===== config.mk =====
export PLATFORM = sky130hd
export DESIGN_NAME = serial_bank_mapper
export DESIGN_NICKNAME = d
export VERILOG_FILES = /design/src/rtl/core/smap_pkg.sv /design/src/rtl/core/smap_ctrl.sv /design/src/rtl/core/smap_dp.sv /design/src/rtl/core/serial_bank_mapper.sv
export SDC_FILE = /design/constraint.sdc
export NUM_CORES = 1
export LEC_CHECK = 0
export BUFFER_PORTS_ARGS = -buffer_cell sky130_fd_sc_hd__buf_2
export CAP_MARGIN = 10
export CORE_MARGIN = 10
export CORE_UTILIZATION = 45
export DETAILED_ROUTE_END_ITERATION = 10
export PLACE_DENSITY = 0.64
export SYNTH_ARGS = -nofsm -noshare
export SYNTH_HDL_FRONTEND = slang
export SYNTH_SLANG_ARGS = --single-unit

===== constraint.sdc =====
create_clock -name clk -period 3 [get_ports clk]
set_input_delay 0.3 -clock clk [delete_from_list [all_inputs] [get_ports clk]]
set_output_delay 0.3 -clock clk [all_outputs]
set_load 0.005 [all_outputs]

===== src/rtl/core/smap_pkg.sv =====
// ----------------------------------------------------------------------------
// smap_pkg
// Types and constants shared by the serial bank mapper modules.
// ----------------------------------------------------------------------------
`default_nettype none

package smap_pkg;

  // Width of the serial register and of its beat counter.
  localparam int SHIFT_BITS = 5;
  localparam int SHIFT_CNT_W = 3;
  // Width of the bank count registers.
  localparam int COUNT_W = 5;
  // Data bit that clears the serial register.
  localparam int RESET_BIT = 7;
  // A 16 kB bank spans this many address bits.
  localparam int BANK_OFS_W = 14;

  typedef struct packed {
    logic        operation;
    logic [14:0] address;
    logic [7:0]  data;
  } in_item_t;

  typedef struct packed {
    logic [17:0] prg_offset;
    logic        no_rom;
    logic [1:0]  mirror_mode;
    logic [4:0]  chr_low_window;
    logic [4:0]  chr_high_window;
  } out_item_t;

  typedef enum logic {
    CFG_PRG_BANK_COUNT = 1'b0,
    CFG_CHR_BANK_COUNT = 1'b1
  } cfg_index_t;

  typedef enum logic {
    OP_READ  = 1'b0,
    OP_WRITE = 1'b1
  } op_t;

  typedef enum logic [1:0] {
    SEL_CONTROL  = 2'd0,
    SEL_CHR_LOW  = 2'd1,
    SEL_CHR_HIGH = 2'd2,
    SEL_PRG      = 2'd3
  } reg_sel_t;

  // Commands from the controller to the datapath.
  typedef struct packed {
    logic load;
    logic div_init;
    logic div_step;
    logic commit;
  } smap_cmd_t;

  // Status from the datapath to the controller.
  typedef struct packed {
    logic needs_div;
    logic div_last;
  } smap_status_t;

endpackage

`default_nettype wire


===== src/rtl/core/smap_ctrl.sv =====
// ----------------------------------------------------------------------------
// smap_ctrl
// Sequencer: takes one beat, runs the remainder unit when a bank write
// needs it, then hands the result to the output register.
// ----------------------------------------------------------------------------
`default_nettype none

module smap_ctrl (
  input  wire logic                 clk,
  input  wire logic                 rst_n,
  input  wire logic                 in_valid,
  output logic                      in_ready,
  output logic                      out_valid,
  input  wire logic                 out_ready,
  input  wire smap_pkg::smap_status_t st,
  output smap_pkg::smap_cmd_t       cmd
);
  import smap_pkg::*;

  typedef enum logic [2:0] {
    ST_IDLE = 3'b001,
    ST_DIV  = 3'b010,
    ST_DONE = 3'b100
  } state_t;

  state_t state_r, state_nxt;
  logic   out_valid_r, out_valid_nxt;

  always_comb begin
    cmd          = '0;
    state_nxt    = state_r;
    cmd.load     = in_valid && (state_r == ST_IDLE);
    cmd.div_init = cmd.load && st.needs_div;
    cmd.div_step = (state_r == ST_DIV);
    cmd.commit   = (state_r == ST_DONE) && (!out_valid_r || out_ready);
    case (state_r)
      ST_IDLE: begin
        if (cmd.load) begin
          state_nxt = st.needs_div ? ST_DIV : ST_DONE;
        end
      end
      ST_DIV: begin
        if (st.div_last) begin
          state_nxt = ST_DONE;
        end
      end
      ST_DONE: begin
        if (cmd.commit) begin
          state_nxt = ST_IDLE;
        end
      end
      default: state_nxt = ST_IDLE;
    endcase
  end

  always_comb begin
    out_valid_nxt = out_valid_r;
    if (cmd.commit) begin
      out_valid_nxt = 1'b1;
    end else if (out_ready) begin
      out_valid_nxt = 1'b0;
    end
  end

  always_ff @(posedge clk) begin
    if (!rst_n) begin
      state_r     <= ST_IDLE;
      out_valid_r <= 1'b0;
    end else begin
      state_r     <= state_nxt;
      out_valid_r <= out_valid_nxt;
    end
  end

  assign in_ready  = (state_r == ST_IDLE);
  assign out_valid = out_valid_r;

`ifndef SYNTH
  a_div_ends : assert property (@(posedge clk) disable iff (!rst_n)
    (state_r == ST_DIV && st.div_last) |=> (state_r == ST_DONE))
    else $error("remainder unit did not hand over to the result stage");

  a_plain_beat : assert property (@(posedge clk) disable iff (!rst_n)
    (cmd.load && !st.needs_div) |=> (state_r == ST_DONE))
    else $error("beat without a bank reduction entered the remainder unit");

  a_commit_shows : assert property (@(posedge clk) disable iff (!rst_n)
    cmd.commit |=> out_valid)
    else $error("committed result not presented");
`endif

endmodule

`default_nettype wire


===== src/rtl/core/smap_dp.sv =====
// ----------------------------------------------------------------------------
// smap_dp
// Mapper state, serial register, bit-serial remainder unit, read address
// translation and output register.
// ----------------------------------------------------------------------------
`default_nettype none

module smap_dp #(
  parameter int MAX_PRG_BANKS = 16
) (
  input  wire logic                 clk,
  input  wire logic                 rst_n,
  input  wire logic                 cfg_wr_en,
  input  wire smap_pkg::cfg_index_t cfg_index,
  input  wire logic [4:0]           cfg_wdata,
  input  wire smap_pkg::in_item_t   in_data,
  input  wire smap_pkg::smap_cmd_t  cmd,
  output smap_pkg::smap_status_t    st,
  output smap_pkg::out_item_t       out_data
);
  import smap_pkg::*;

  localparam logic [COUNT_W-1:0] MaxPrg = COUNT_W'(MAX_PRG_BANKS);

  // Configuration
  logic [COUNT_W-1:0] prg_cnt_r, chr_cnt_r;
  logic [COUNT_W-1:0] pc_eff;

  // Mapper state
  logic [SHIFT_BITS-1:0]  sv_r, sv_nxt;
  logic [SHIFT_CNT_W-1:0] cnt_r, cnt_nxt;
  logic                   fix_r, fix_nxt;
  logic                   b16_r, b16_nxt;
  logic                   chr4_r, chr4_nxt;
  logic [1:0]             mirror_r, mirror_nxt;
  logic [3:0]             prg_r, prg_nxt;
  logic [4:0]             chr_lo_r, chr_lo_nxt;
  logic [4:0]             chr_hi_r, chr_hi_nxt;

  // Held beat and remainder unit
  in_item_t               item_r;
  logic [SHIFT_BITS:0]    div_d_r;
  logic [SHIFT_BITS-1:0]  div_n_r;
  logic [SHIFT_BITS-1:0]  rem_r;
  logic [SHIFT_CNT_W-1:0] bit_r;
  logic [SHIFT_BITS:0]    trial;

  // Decode of the incoming beat
  logic [SHIFT_BITS-1:0]  in_shift;
  logic                   in_commit;
  reg_sel_t               in_sel;

  logic [SHIFT_BITS-1:0]  it_shift;
  logic                   it_commit;
  reg_sel_t               it_sel;

  logic [3:0]             rd_bank;
  out_item_t              res;
  out_item_t              out_data_r;

  assign pc_eff = (prg_cnt_r > MaxPrg) ? MaxPrg : prg_cnt_r;

  always_ff @(posedge clk) begin
    if (!rst_n) begin
      prg_cnt_r <= '0;
      chr_cnt_r <= '0;
    end else if (cfg_wr_en) begin
      case (cfg_index)
        CFG_PRG_BANK_COUNT: prg_cnt_r <= cfg_wdata;
        CFG_CHR_BANK_COUNT: chr_cnt_r <= cfg_wdata;
        default: ;
      endcase
    end
  end

  // The state is stable while a beat waits, so the reduction can be set up
  // from the incoming beat directly.
  assign in_shift  = {in_data.data[0], sv_r[SHIFT_BITS-1:1]};
  assign in_sel    = reg_sel_t'(in_data.address[14:13]);
  assign in_commit = (in_data.operation == OP_WRITE) && !in_data.data[RESET_BIT]
                     && (cnt_r == SHIFT_CNT_W'(SHIFT_BITS - 1));

  always_comb begin
    st           = '0;
    st.div_last  = (bit_r == '0);
    st.needs_div = in_commit &&
                   (((in_sel == SEL_CHR_LOW || in_sel == SEL_CHR_HIGH)
                     && chr_cnt_r != '0)
                    || (in_sel == SEL_PRG && pc_eff != '0));
  end

  // Restoring remainder, one dividend bit a cycle from the top.
  assign trial = {rem_r, div_n_r[bit_r]};

  always_ff @(posedge clk) begin
    if (cmd.load) begin
      item_r <= in_data;
    end
    if (cmd.div_init) begin
      rem_r <= '0;
      bit_r <= SHIFT_CNT_W'(SHIFT_BITS - 1);
      if (in_sel == SEL_PRG) begin
        div_d_r <= {1'b0, pc_eff};
        div_n_r <= {1'b0, in_shift[3:0]};
      end else begin
        div_d_r <= {chr_cnt_r, 1'b0};
        div_n_r <= in_shift;
      end
    end else if (cmd.div_step) begin
      rem_r <= (trial >= div_d_r) ? SHIFT_BITS'(trial - div_d_r)
                                  : trial[SHIFT_BITS-1:0];
      bit_r <= bit_r - 1'b1;
    end
  end

  assign it_shift  = {item_r.data[0], sv_r[SHIFT_BITS-1:1]};
  assign it_sel    = reg_sel_t'(item_r.address[14:13]);
  assign it_commit = (item_r.operation == OP_WRITE) && !item_r.data[RESET_BIT]
                     && (cnt_r == SHIFT_CNT_W'(SHIFT_BITS - 1));

  always_comb begin
    sv_nxt     = sv_r;
    cnt_nxt    = cnt_r;
    fix_nxt    = fix_r;
    b16_nxt    = b16_r;
    chr4_nxt   = chr4_r;
    mirror_nxt = mirror_r;
    prg_nxt    = prg_r;
    chr_lo_nxt = chr_lo_r;
    chr_hi_nxt = chr_hi_r;
    if (item_r.operation == OP_WRITE) begin
      if (item_r.data[RESET_BIT]) begin
        fix_nxt = 1'b1;
        b16_nxt = 1'b1;
        sv_nxt  = '0;
        cnt_nxt = '0;
      end else if (it_commit) begin
        sv_nxt  = '0;
        cnt_nxt = '0;
        case (it_sel)
          SEL_CONTROL: begin
            mirror_nxt = it_shift[1:0];
            fix_nxt    = it_shift[2];
            b16_nxt    = it_shift[3];
            chr4_nxt   = it_shift[4];
          end
          SEL_CHR_LOW: begin
            if (chr_cnt_r != '0) begin
              chr_lo_nxt = rem_r;
            end
          end
          SEL_CHR_HIGH: begin
            if (chr_cnt_r != '0) begin
              chr_hi_nxt = rem_r;
            end
          end
          SEL_PRG: begin
            prg_nxt = (pc_eff != '0) ? rem_r[3:0] : 4'd0;
          end
          default: ;
        endcase
      end else begin
        sv_nxt  = it_shift;
        cnt_nxt = cnt_r + 1'b1;
      end
    end
  end

  // Read translation; the last bank is the effective count less one.
  always_comb begin
    if (item_r.address[BANK_OFS_W] == 1'b0) begin
      rd_bank = fix_r ? prg_r : 4'd0;
    end else begin
      rd_bank = fix_r ? 4'(pc_eff - 1'b1) : prg_r;
    end
  end

  always_comb begin
    res                 = '0;
    res.mirror_mode     = mirror_nxt;
    res.chr_low_window  = chr4_nxt ? chr_lo_nxt : {chr_lo_nxt[4:1], 1'b0};
    res.chr_high_window = chr4_nxt ? chr_hi_nxt : {chr_lo_nxt[4:1], 1'b1};
    if (item_r.operation == OP_READ) begin
      if (pc_eff == '0) begin
        res.no_rom = 1'b1;
      end else if (!b16_r) begin
        res.prg_offset = {prg_r[3:1], item_r.address};
      end else begin
        res.prg_offset = {rd_bank, item_r.address[BANK_OFS_W-1:0]};
      end
    end
  end

  always_ff @(posedge clk) begin
    if (!rst_n) begin
      sv_r     <= '0;
      cnt_r    <= '0;
      fix_r    <= 1'b1;
      b16_r    <= 1'b1;
      chr4_r   <= 1'b0;
      mirror_r <= '0;
      prg_r    <= '0;
      chr_lo_r <= '0;
      chr_hi_r <= '0;
    end else if (cmd.commit) begin
      sv_r     <= sv_nxt;
      cnt_r    <= cnt_nxt;
      fix_r    <= fix_nxt;
      b16_r    <= b16_nxt;
      chr4_r   <= chr4_nxt;
      mirror_r <= mirror_nxt;
      prg_r    <= prg_nxt;
      chr_lo_r <= chr_lo_nxt;
      chr_hi_r <= chr_hi_nxt;
    end
  end

  always_ff @(posedge clk) begin
    if (cmd.commit) begin
      out_data_r <= res;
    end
  end

  assign out_data = out_data_r;

`ifndef SYNTH
  a_cnt_range : assert property (@(posedge clk) disable iff (!rst_n)
    cnt_r < SHIFT_CNT_W'(SHIFT_BITS))
    else $error("serial register beat count ran past the commit point");

  a_init_state : assert property (@(posedge clk) disable iff (!rst_n)
    cmd.div_init |=> (rem_r == '0 && div_d_r != '0))
    else $error("remainder unit started with a zero divisor");
`endif

endmodule

`default_nettype wire


===== src/rtl/core/serial_bank_mapper.sv =====
// ----------------------------------------------------------------------------
// serial_bank_mapper
// Cartridge bank mapper with a five-write serial register interface.
//
//   Port group  Direction  Handshake          Beat contents
//   in_*        input      in_valid/in_ready  operation, address, data
//   out_*       output     out_valid/out_ready prg_offset, no_rom, mirror,
//                                              CHR windows
//   cfg_*       input      cfg_wr_en          bank count register write
//
// A read, or a write that needs no bank reduction, goes from the held beat
// register to the output register; a fifth write to a CHR or PRG bank
// register with a non-zero bank count first runs through the bit-serial
// remainder unit. One beat is in flight at a time; the next is
// taken once the previous result sits in the output register, even if it
// is not yet consumed. Reset is synchronous and active low, no clearing pass.
// ----------------------------------------------------------------------------
`default_nettype none

module serial_bank_mapper #(
  parameter int MAX_PRG_BANKS = 16
) (
  input  wire logic                 clk,
  input  wire logic                 rst_n,
  input  wire logic                 cfg_wr_en,
  input  wire smap_pkg::cfg_index_t cfg_index,
  input  wire logic [4:0]           cfg_wdata,
  input  wire logic                 in_valid,
  output logic                      in_ready,
  input  wire smap_pkg::in_item_t   in_data,
  output logic                      out_valid,
  input  wire logic                 out_ready,
  output smap_pkg::out_item_t       out_data
);
  import smap_pkg::*;

  smap_cmd_t    cmd;
  smap_status_t st;

  smap_ctrl u_ctrl (
    .clk       (clk),
    .rst_n     (rst_n),
    .in_valid  (in_valid),
    .in_ready  (in_ready),
    .out_valid (out_valid),
    .out_ready (out_ready),
    .st        (st),
    .cmd       (cmd)
  );

  smap_dp #(
    .MAX_PRG_BANKS (MAX_PRG_BANKS)
  ) u_dp (
    .clk       (clk),
    .rst_n     (rst_n),
    .cfg_wr_en (cfg_wr_en),
    .cfg_index (cfg_index),
    .cfg_wdata (cfg_wdata),
    .in_data   (in_data),
    .cmd       (cmd),
    .st        (st),
    .out_data  (out_data)
  );

endmodule

`default_nettype wire

==> flow_summary.json, run 1 <==
{
  "outcome": "finished clean",
  "synth_compound_area_share_pct": 9.70,
  "slew_viol_final": 0,
  "ys.flop_type": "edfxtp_1",
  "core_area_mm2": 0.0103,
  "yosys-top-cells-area": "edfxtp_1 (38%), dfxtp_1 (20%), nand2_1 (5.0%)",
  "cts_hold_buf": 0,
  "grt_pass1_vias": 3294,
  "hold_class": "in -> reg",
  "post_cts_resized": 0,
  "worst_pin_slew_ns": 0.748,
  "synth_cells": 439,
  "clk_latency_ns": 0.37,
  "r2r_end": "u_dp.rem_r[3]",
  "drive_above_1_share_pct": 19.3,
  "gp_congestion": 0.821,
  "die_h_um": 123,
  "drt-initial-drc-count": 238,
  "drv_cap": 0,
  "cts_sinks": 108,
  "cp_data_arrival_time_ns": 2.97,
  "syn_to_final_growth_pct": 15.2,
  "final_cells": 648,
  "dp_cells": 632,
  "synth_top_cell_area_share_pct": 37.8,
  "grt_start_max_net_pins": 30,
  "antenna_left": 0,
  "dp.final_hpwl_um": 7410,
  "fp.dieW_um": 123,
  "grt_pass1_wl_um": 16500,
  "fin_crit_sh_pct": 90.0,
  "overflow": 0,
  "critPathCaptureType": "flip-flop",
  "fill_cells": 896,
  "slowest_stage": "dfxtp_1",
  "post-cts-setup-buffer-count": 0,
  "p_leak_nw": 2.19,
  "cts_buffer_depth": 2,
  "final_cell_mix": "nand2_1 (64), buf_2 (61), edfxtp_1 (60), dfxtp_1 (48)",
  "synth_edf_count": 60,
  "num-nets-final": 555,
  "setup_viol": 0,
  "via_count": 3342,
  "ys_async_sr_fraction_pct": 0,
  "yosysTopAreaCell": "edfxtp_1",
  "clk_pin_slew_ns": 0.11,
  "dp_slack_ns": 0.349,
  "synth_nets": 487,
  "start_util_pct": 46.2,
  "portBuffers": 61,
  "firstDrtPassIters": 4,
  "drt-vias-per-instance": 5.16,
  "finalHoldViolCount": 0,
  "yosys.area_share.simple_pct": 18.5,
  "skew_ns": 0.0117,
  "rr_worst_depth": 11,
  "synth.cell_area_mm2": 0.00477,
  "worstSetupPathType": "reg -> reg",
  "fin_ws_ns": 0.300,
  "rows": 37,
  "fin_tns_setup_ns": 0,
  "numCtsBuffers": 9,
  "synth_top_family_by_area": "simple AND/OR/NAND/NOR gates",
  "root_buffer": "clkbuf_8",
  "synth_mux_area_share_pct": 5.56,
  "synthAdderAreaFrac_pct": 3.57,
  "h-tree-depth": 3,
  "relSlewSlack_pct": 49.9,
  "ys_seq_elements": 108,
  "yosysUniqueCellTypes": 52,
  "irDropWorstVdd_mv": 0.219,
  "grt.total_usage_pct": 13.6,
  "min_path_cells": 1,
  "crit_path_start_kind": "flip-flop",
  "antenna_found_initial": 0,
  "worstPathMaxFanout": 5,
  "diodes": 0,
  "rsz0062_at_grt": "false",
  "routed_wl_um": 9830,
  "critPathRequiredTime_ns": 3.27,
  "min_from": "in_data[18]",
  "cts_tree": "done",
  "p_per_area_mw_per_mm2": 477,
  "dieArea_mm2": 0.0151,
  "timing.fmax_mhz": 370,
  "pin_count": 68,
  "post-route-min-period_ns": 2.70,
  "ys_seq_area_share_pct": 57.9,
  "synth-xor-area-share_pct": 1.47,
  "post_drt_wl_per_cell_um": 15.2,
  "reg2reg_from": "u_dp.bit_r[1]",
  "holdPathEnd": "u_dp.item_r[18]",
  "ys_warn_count": 0,
  "mostFrequentLayoutCell": "nand2_1",
  "r2r_setup_slack_ns": 0.30,
  "max_stage_delay_ns": 0.43,
  "path_cells": "mux2_2, nand3_1, o311a_1, ha_1, fa_1, nand2b_1, a21oi_1, o21ai_1, buf_4, mux2i_1, a211oi_1",
  "syn_avg_cell_area_um2": 10.9,
  "drc": 0
}
## flip-flops by register name, indices dropped and copies added (netlist names), 2 cells and up
signal / count
u_dp.div_d_r: 6
u_ctrl.state_r: 3
u_dp.mirror_r: 2
u_dp.chr_cnt_r: 5
u_dp.out_data: 31
u_dp.chr_hi_r: 5
u_dp.chr_lo_r: 5
u_dp.it_sel: 2
u_dp.cnt_r: 3
u_dp.div_n_r: 5
u_dp.sv_r: 4
u_dp.prg_cnt_r: 5
u_dp.bit_r: 3
u_dp.rem_r: 5
u_dp.prg_r: 4
u_dp.item_r: 15
## cells in the mapped netlist (all sizes together) (5+ instances only)
cell    count
nand3      15
o21ai       8
clkbuf     17
edfxtp     60
inv        25
a221oi      5
or3b        6
mux2i      22
nand2      64
a21oi      16
nand2b      6
a21boi     13
and2       14
nor2       26
dfxtp      48
o22ai       5
xnor2       7
ha         12
nor2b      18
## area by class of cell
| cell class | count | area [um2] | area share, % |
|---|---|---|---|
| flip-flops and latches | 108 | 2760 | 50.3 |
| multi-input cells | 289 | 1860 | 33.9 |
| repair buffers | 74 | 415 | 7.56 |
| well taps | 136 | 170 | 3.10 |
| clock buffers | 9 | 124 | 2.25 |
| inverters | 25 | 93.8 | 1.71 |
| clock inverters | 7 | 68.8 | 1.25 |
## power breakdown
group	switching, W	internal, W
logic	0.0000867	0.0000708
clock network	0.000528	0.000326
registers	0.0000225	0.00159
## per-stage QoR
| stage | cell area, um2 | total power, W | hold slack [ns] | util, % |
|---|---|---|---|---|
| floorplan | 4770 | 0.00173 | 0.399 | - |
| global placement | 5300 | 0.00180 | 0.446 | 51.4 |
| detailed placement | 5300 | 0.00181 | 0.453 | 51.4 |
| finish | 5500 | 0.00262 | 0.0937 | 53.2 |
| global route | 5500 | 0.00273 | 0.0671 | 53.2 |
| CTS | 5500 | 0.00265 | 0.0806 | 53.2 |
## kinds of logic (layout without fill, tap and decap cells)
group / Yosys count / in the layout
muxes: 26 / 26
buffers and inverters: 42 / 115
and+or+nand+nor: 174 / 174
xor gates and xnor gates: 8 / 8
adders and majority gates: 13 / 13
DFF: 108 / 108
AOI/OAI and AO/OA: 68 / 68
## layer usage
metal,routed length (um),part of all wire (%),vias up,GRT usage (%)
li1,-,-,1691,-
met1,4420,45,1582,17.6
met2,4860,49,57,22.4
met3,435,4.4,12,2.69
met4,113,1.1,0,4.57
met5,0,0,-,0
## worst max-delay path: cells and delay by family (launching register included)
kind | cells | cell delay, ns
flops | 1 | 0.43
mux | 2 | 0.30
buf+inv | 1 | 0.18
fa+ha+maj | 2 | 0.62
compound gates | 4 | 0.87
simple gates | 2 | 0.23
## how the worst max path moves through the flow
| stage | from | to | slack, ns | cells past startpoint |
|---|---|---|---|---|
| global route | u_dp.bit_r[1] | u_dp.rem_r[2] | 0.04 | 11 |
| CTS | u_dp.bit_r[1] | u_dp.rem_r[3] | 0.31 | 11 |
| floorplan | u_ctrl.state_r[1] | u_dp.div_d_r[0] | 0.11 | 3 |
| global placement | u_dp.bit_r[1] | u_dp.rem_r[3] | 0.47 | 11 |
| finish | u_dp.bit_r[1] | u_dp.rem_r[3] | 0.30 | 11 |
| detailed placement | u_dp.bit_r[1] | u_dp.rem_r[3] | 0.35 | 11 |
(Power assumes the default switching activity.)
==> inputs of run 2 (changes only) <==
Settings changed: PLACE_DENSITY 0.64 to 0.61, SLEW_MARGIN from default to 20, SYNTH_HIERARCHICAL from default to 1.
Clock period 3 ns to 3.2 ns, I/O delays scaled along.
==> flow_summary.json, run 2 <==
{
  "fin_crit_sh_pct": 80.9,
  "final_cell_mix": "buf_2 (61), edfxtp_1 (60), nand2_1 (49), dfxtp_1 (48), nor2_1 (23)",
  "timing.fmax_mhz": 386,
  "grt.total_usage_pct": 12.9,
  "wl_met1_um": 4520,
  "grt_pass1_wl_um": 15500,
  "ys_seq_elements": 108,
  "grt_pass1_vias": 3096,
  "post-cts-setup-buffer-count": 0,
  "dp_slack_ns": 0.633,
  "cp_data_arrival_time_ns": 2.85,
  "hold_class": "in -> reg",
  "post_cts_resized": 0,
  "numCtsBuffers": 9,
  "routed.top_layer": "met4",
  "outcome": "finished clean",
  "synth_edf_count": 60,
  "firstDrtPassIters": 4,
  "fin_ws_ns": 0.611,
  "largest_reg_flops": 31,
  "p_leak_nw": 2.10,
  "synth_nets": 473,
  "critPathRequiredTime_ns": 3.46,
  "worstPathMaxFanout": 24,
  "synth_cells": 425,
  "yosysMostFrequentCell": "edfxtp_1",
  "post-route-min-period_ns": 2.59,
  "relSlewSlack_pct": 39.6,
  "drv_cap": 0,
  "synth_top_cell_area_share_pct": 37.4,
  "rr_worst_depth": 11,
  "root_buffer": "clkbuf_8",
  "rsz0062_at_grt": "false",
  "via_count": 3217,
  "dieArea_mm2": 0.0152,
  "synthTopCellsByCount": "edfxtp_1 (60), nand2_1 (49), dfxtp_1 (48)",
  "portBuffers": 61,
  "drt-vias-per-instance": 5.13,
  "wl_met2_um": 4540,
  "irDropWorstVdd_mv": 0.295,
  "clk_latency_ns": 0.37,
  "min_path_cells": 1,
  "ys_async_sr_fraction_pct": 0,
  "slew_viol_final": 0,
  "worstSetupPathType": "reg -> reg",
  "h-tree-depth": 3,
  "die_h_um": 123,
  "ys.flop_type": "edfxtp_1",
  "drive_above_1_share_pct": 20.6,
  "r2r_end": "u_dp/rem_r[0]",
  "pin_count": 68,
  "p_per_area_mw_per_mm2": 452,
  "post_drt_wl_per_cell_um": 15.3,
  "start_util_pct": 46.4,
  "cts_hold_buf": 0,
  "core_area_mm2": 0.0104,
  "synth.cell_area_mm2": 0.00481,
  "cts_buffer_depth": 2,
  "antenna_left": 0,
  "cts_sinks": 108,
  "skew_ns": 0.0123,
  "r2r_setup_slack_ns": 0.61,
  "worst_pin_slew_ns": 0.905,
  "gp_congestion": 0.826,
  "finalHoldViolCount": 0,
  "routed_wl_um": 9620,
  "crit_path_start_kind": "flip-flop",
  "num-nets-final": 534,
  "ys_warn_count": 6,
  "critPathCapture": "u_dp/rem_r[0]",
  "cts_tree": "done",
  "antenna_found_initial": 0,
  "fp.dieW_um": 123,
  "yosysUniqueCellTypes": 60,
  "yosys-top-cells-area": "edfxtp_1 (37%), dfxtp_1 (20%), nand2_1 (3.8%)",
  "yosysTopAreaCell": "edfxtp_1",
  "dp.final_hpwl_um": 6920,
  "drc": 0,
  "clk_pin_slew_ns": 0.10,
  "cp-startpoint": "u_dp/prg_cnt_r[4]",
  "critPathCaptureType": "flip-flop",
  "drt-initial-drc-count": 172,
  "overflow": 0,
  "setup_viol": 0,
  "diodes": 0,
  "syn_to_final_growth_pct": 12.7,
  "grt_start_max_net_pins": 36,
  "rows": 37,
  "mostFrequentLayoutCell": "buf_2",
  "fin_tns_setup_ns": 0,
  "syn_avg_cell_area_um2": 11.3,
  "reg2reg_from": "u_dp/prg_cnt_r[4]",
  "wl_met3_um": 376,
  "ys_seq_area_share_pct": 57.4
}
run 2: changes by cell type after synthesis, sizes merged, moves of 5 or more:
cell	previous run	this run
nand3	15	21
buf	0	8
a21boi	13	21
mux2i	22	16
inv	25	20
clkbuf	17	10
nand2	64	49
run 2: worst min-delay path by stage:
stage,startpoint,end
floorplan,rst_n,u_ctrl/state_r[0]
global placement,u_dp/chr_hi_r[0],u_dp/chr_hi_r[0]
detailed placement,u_dp/chr_hi_r[0],u_dp/chr_hi_r[0]
CTS,in_data[10],u_dp/item_r[10]
global route,in_data[13],u_dp/item_r[13]
finish,in_data[10],u_dp/item_r[10]
run 2: worst max-delay path, cell delays in order (launching register included):
cell     delay [ns]
dfxtp_1        0.35
inv_1          0.14
nand2_1        0.10
ha_1           0.22
nand3_1        0.27
a22oi_1        0.17
nor4b_1        0.39
and3_1         0.21
buf_4          0.26
or3_1          0.15
o32a_1         0.13
o41ai_1        0.06
run 2: through the flow:
| stage | hold WS, ns | util, % | cell area [um2] | std cells | power [W] |
|---|---|---|---|---|---|
| floorplan | 0.411 | - | 4810 | 425 | 0.00165 |
| global placement | 0.450 | 50.6 | 5250 | 611 | 0.00171 |
| detailed placement | 0.458 | 50.6 | 5250 | 611 | 0.00171 |
| CTS | 0.0894 | 52.3 | 5430 | 627 | 0.00248 |
| global route | 0.0788 | 52.3 | 5430 | 627 | 0.00256 |
| finish | 0.109 | 52.3 | 5430 | 627 | 0.00245 |
run 2: cells by family after synthesis:
kind of cell | synth area share, %
and+or+nand+nor | 17.8
DFF | 57.4
AOI/OAI and AO/OA | 10.9
buffers and inverters | 3.46
muxes | 5.46
adders and majority gates | 3.54
xor gates and xnor gates | 1.46
run 2: metal layers:
layer	up-vias	GRT usage [%]
met1	1503	16.7
met2	55	20.4
met5	-	0
met4	0	5.68
li1	1643	-
met3	16	2.78
run 2: area by class of cell:
type	instances	area (um2)
Timing Repair Buffer	68	358
Inverter	20	75.1
Clock buffer	11	131
Clock inverter	5	45.0
Sequential cell	108	2760
Fill cell	945	4940
Multi-Input combinational cell	279	1880
Tap cell	136	170
run 2: report_power, final:
group          switching (W)  internal, W  total (W)
Sequential         0.0000216      0.00150    0.00152
Combinational      0.0000887    0.0000690   0.000158
Clock               0.000474     0.000297   0.000771
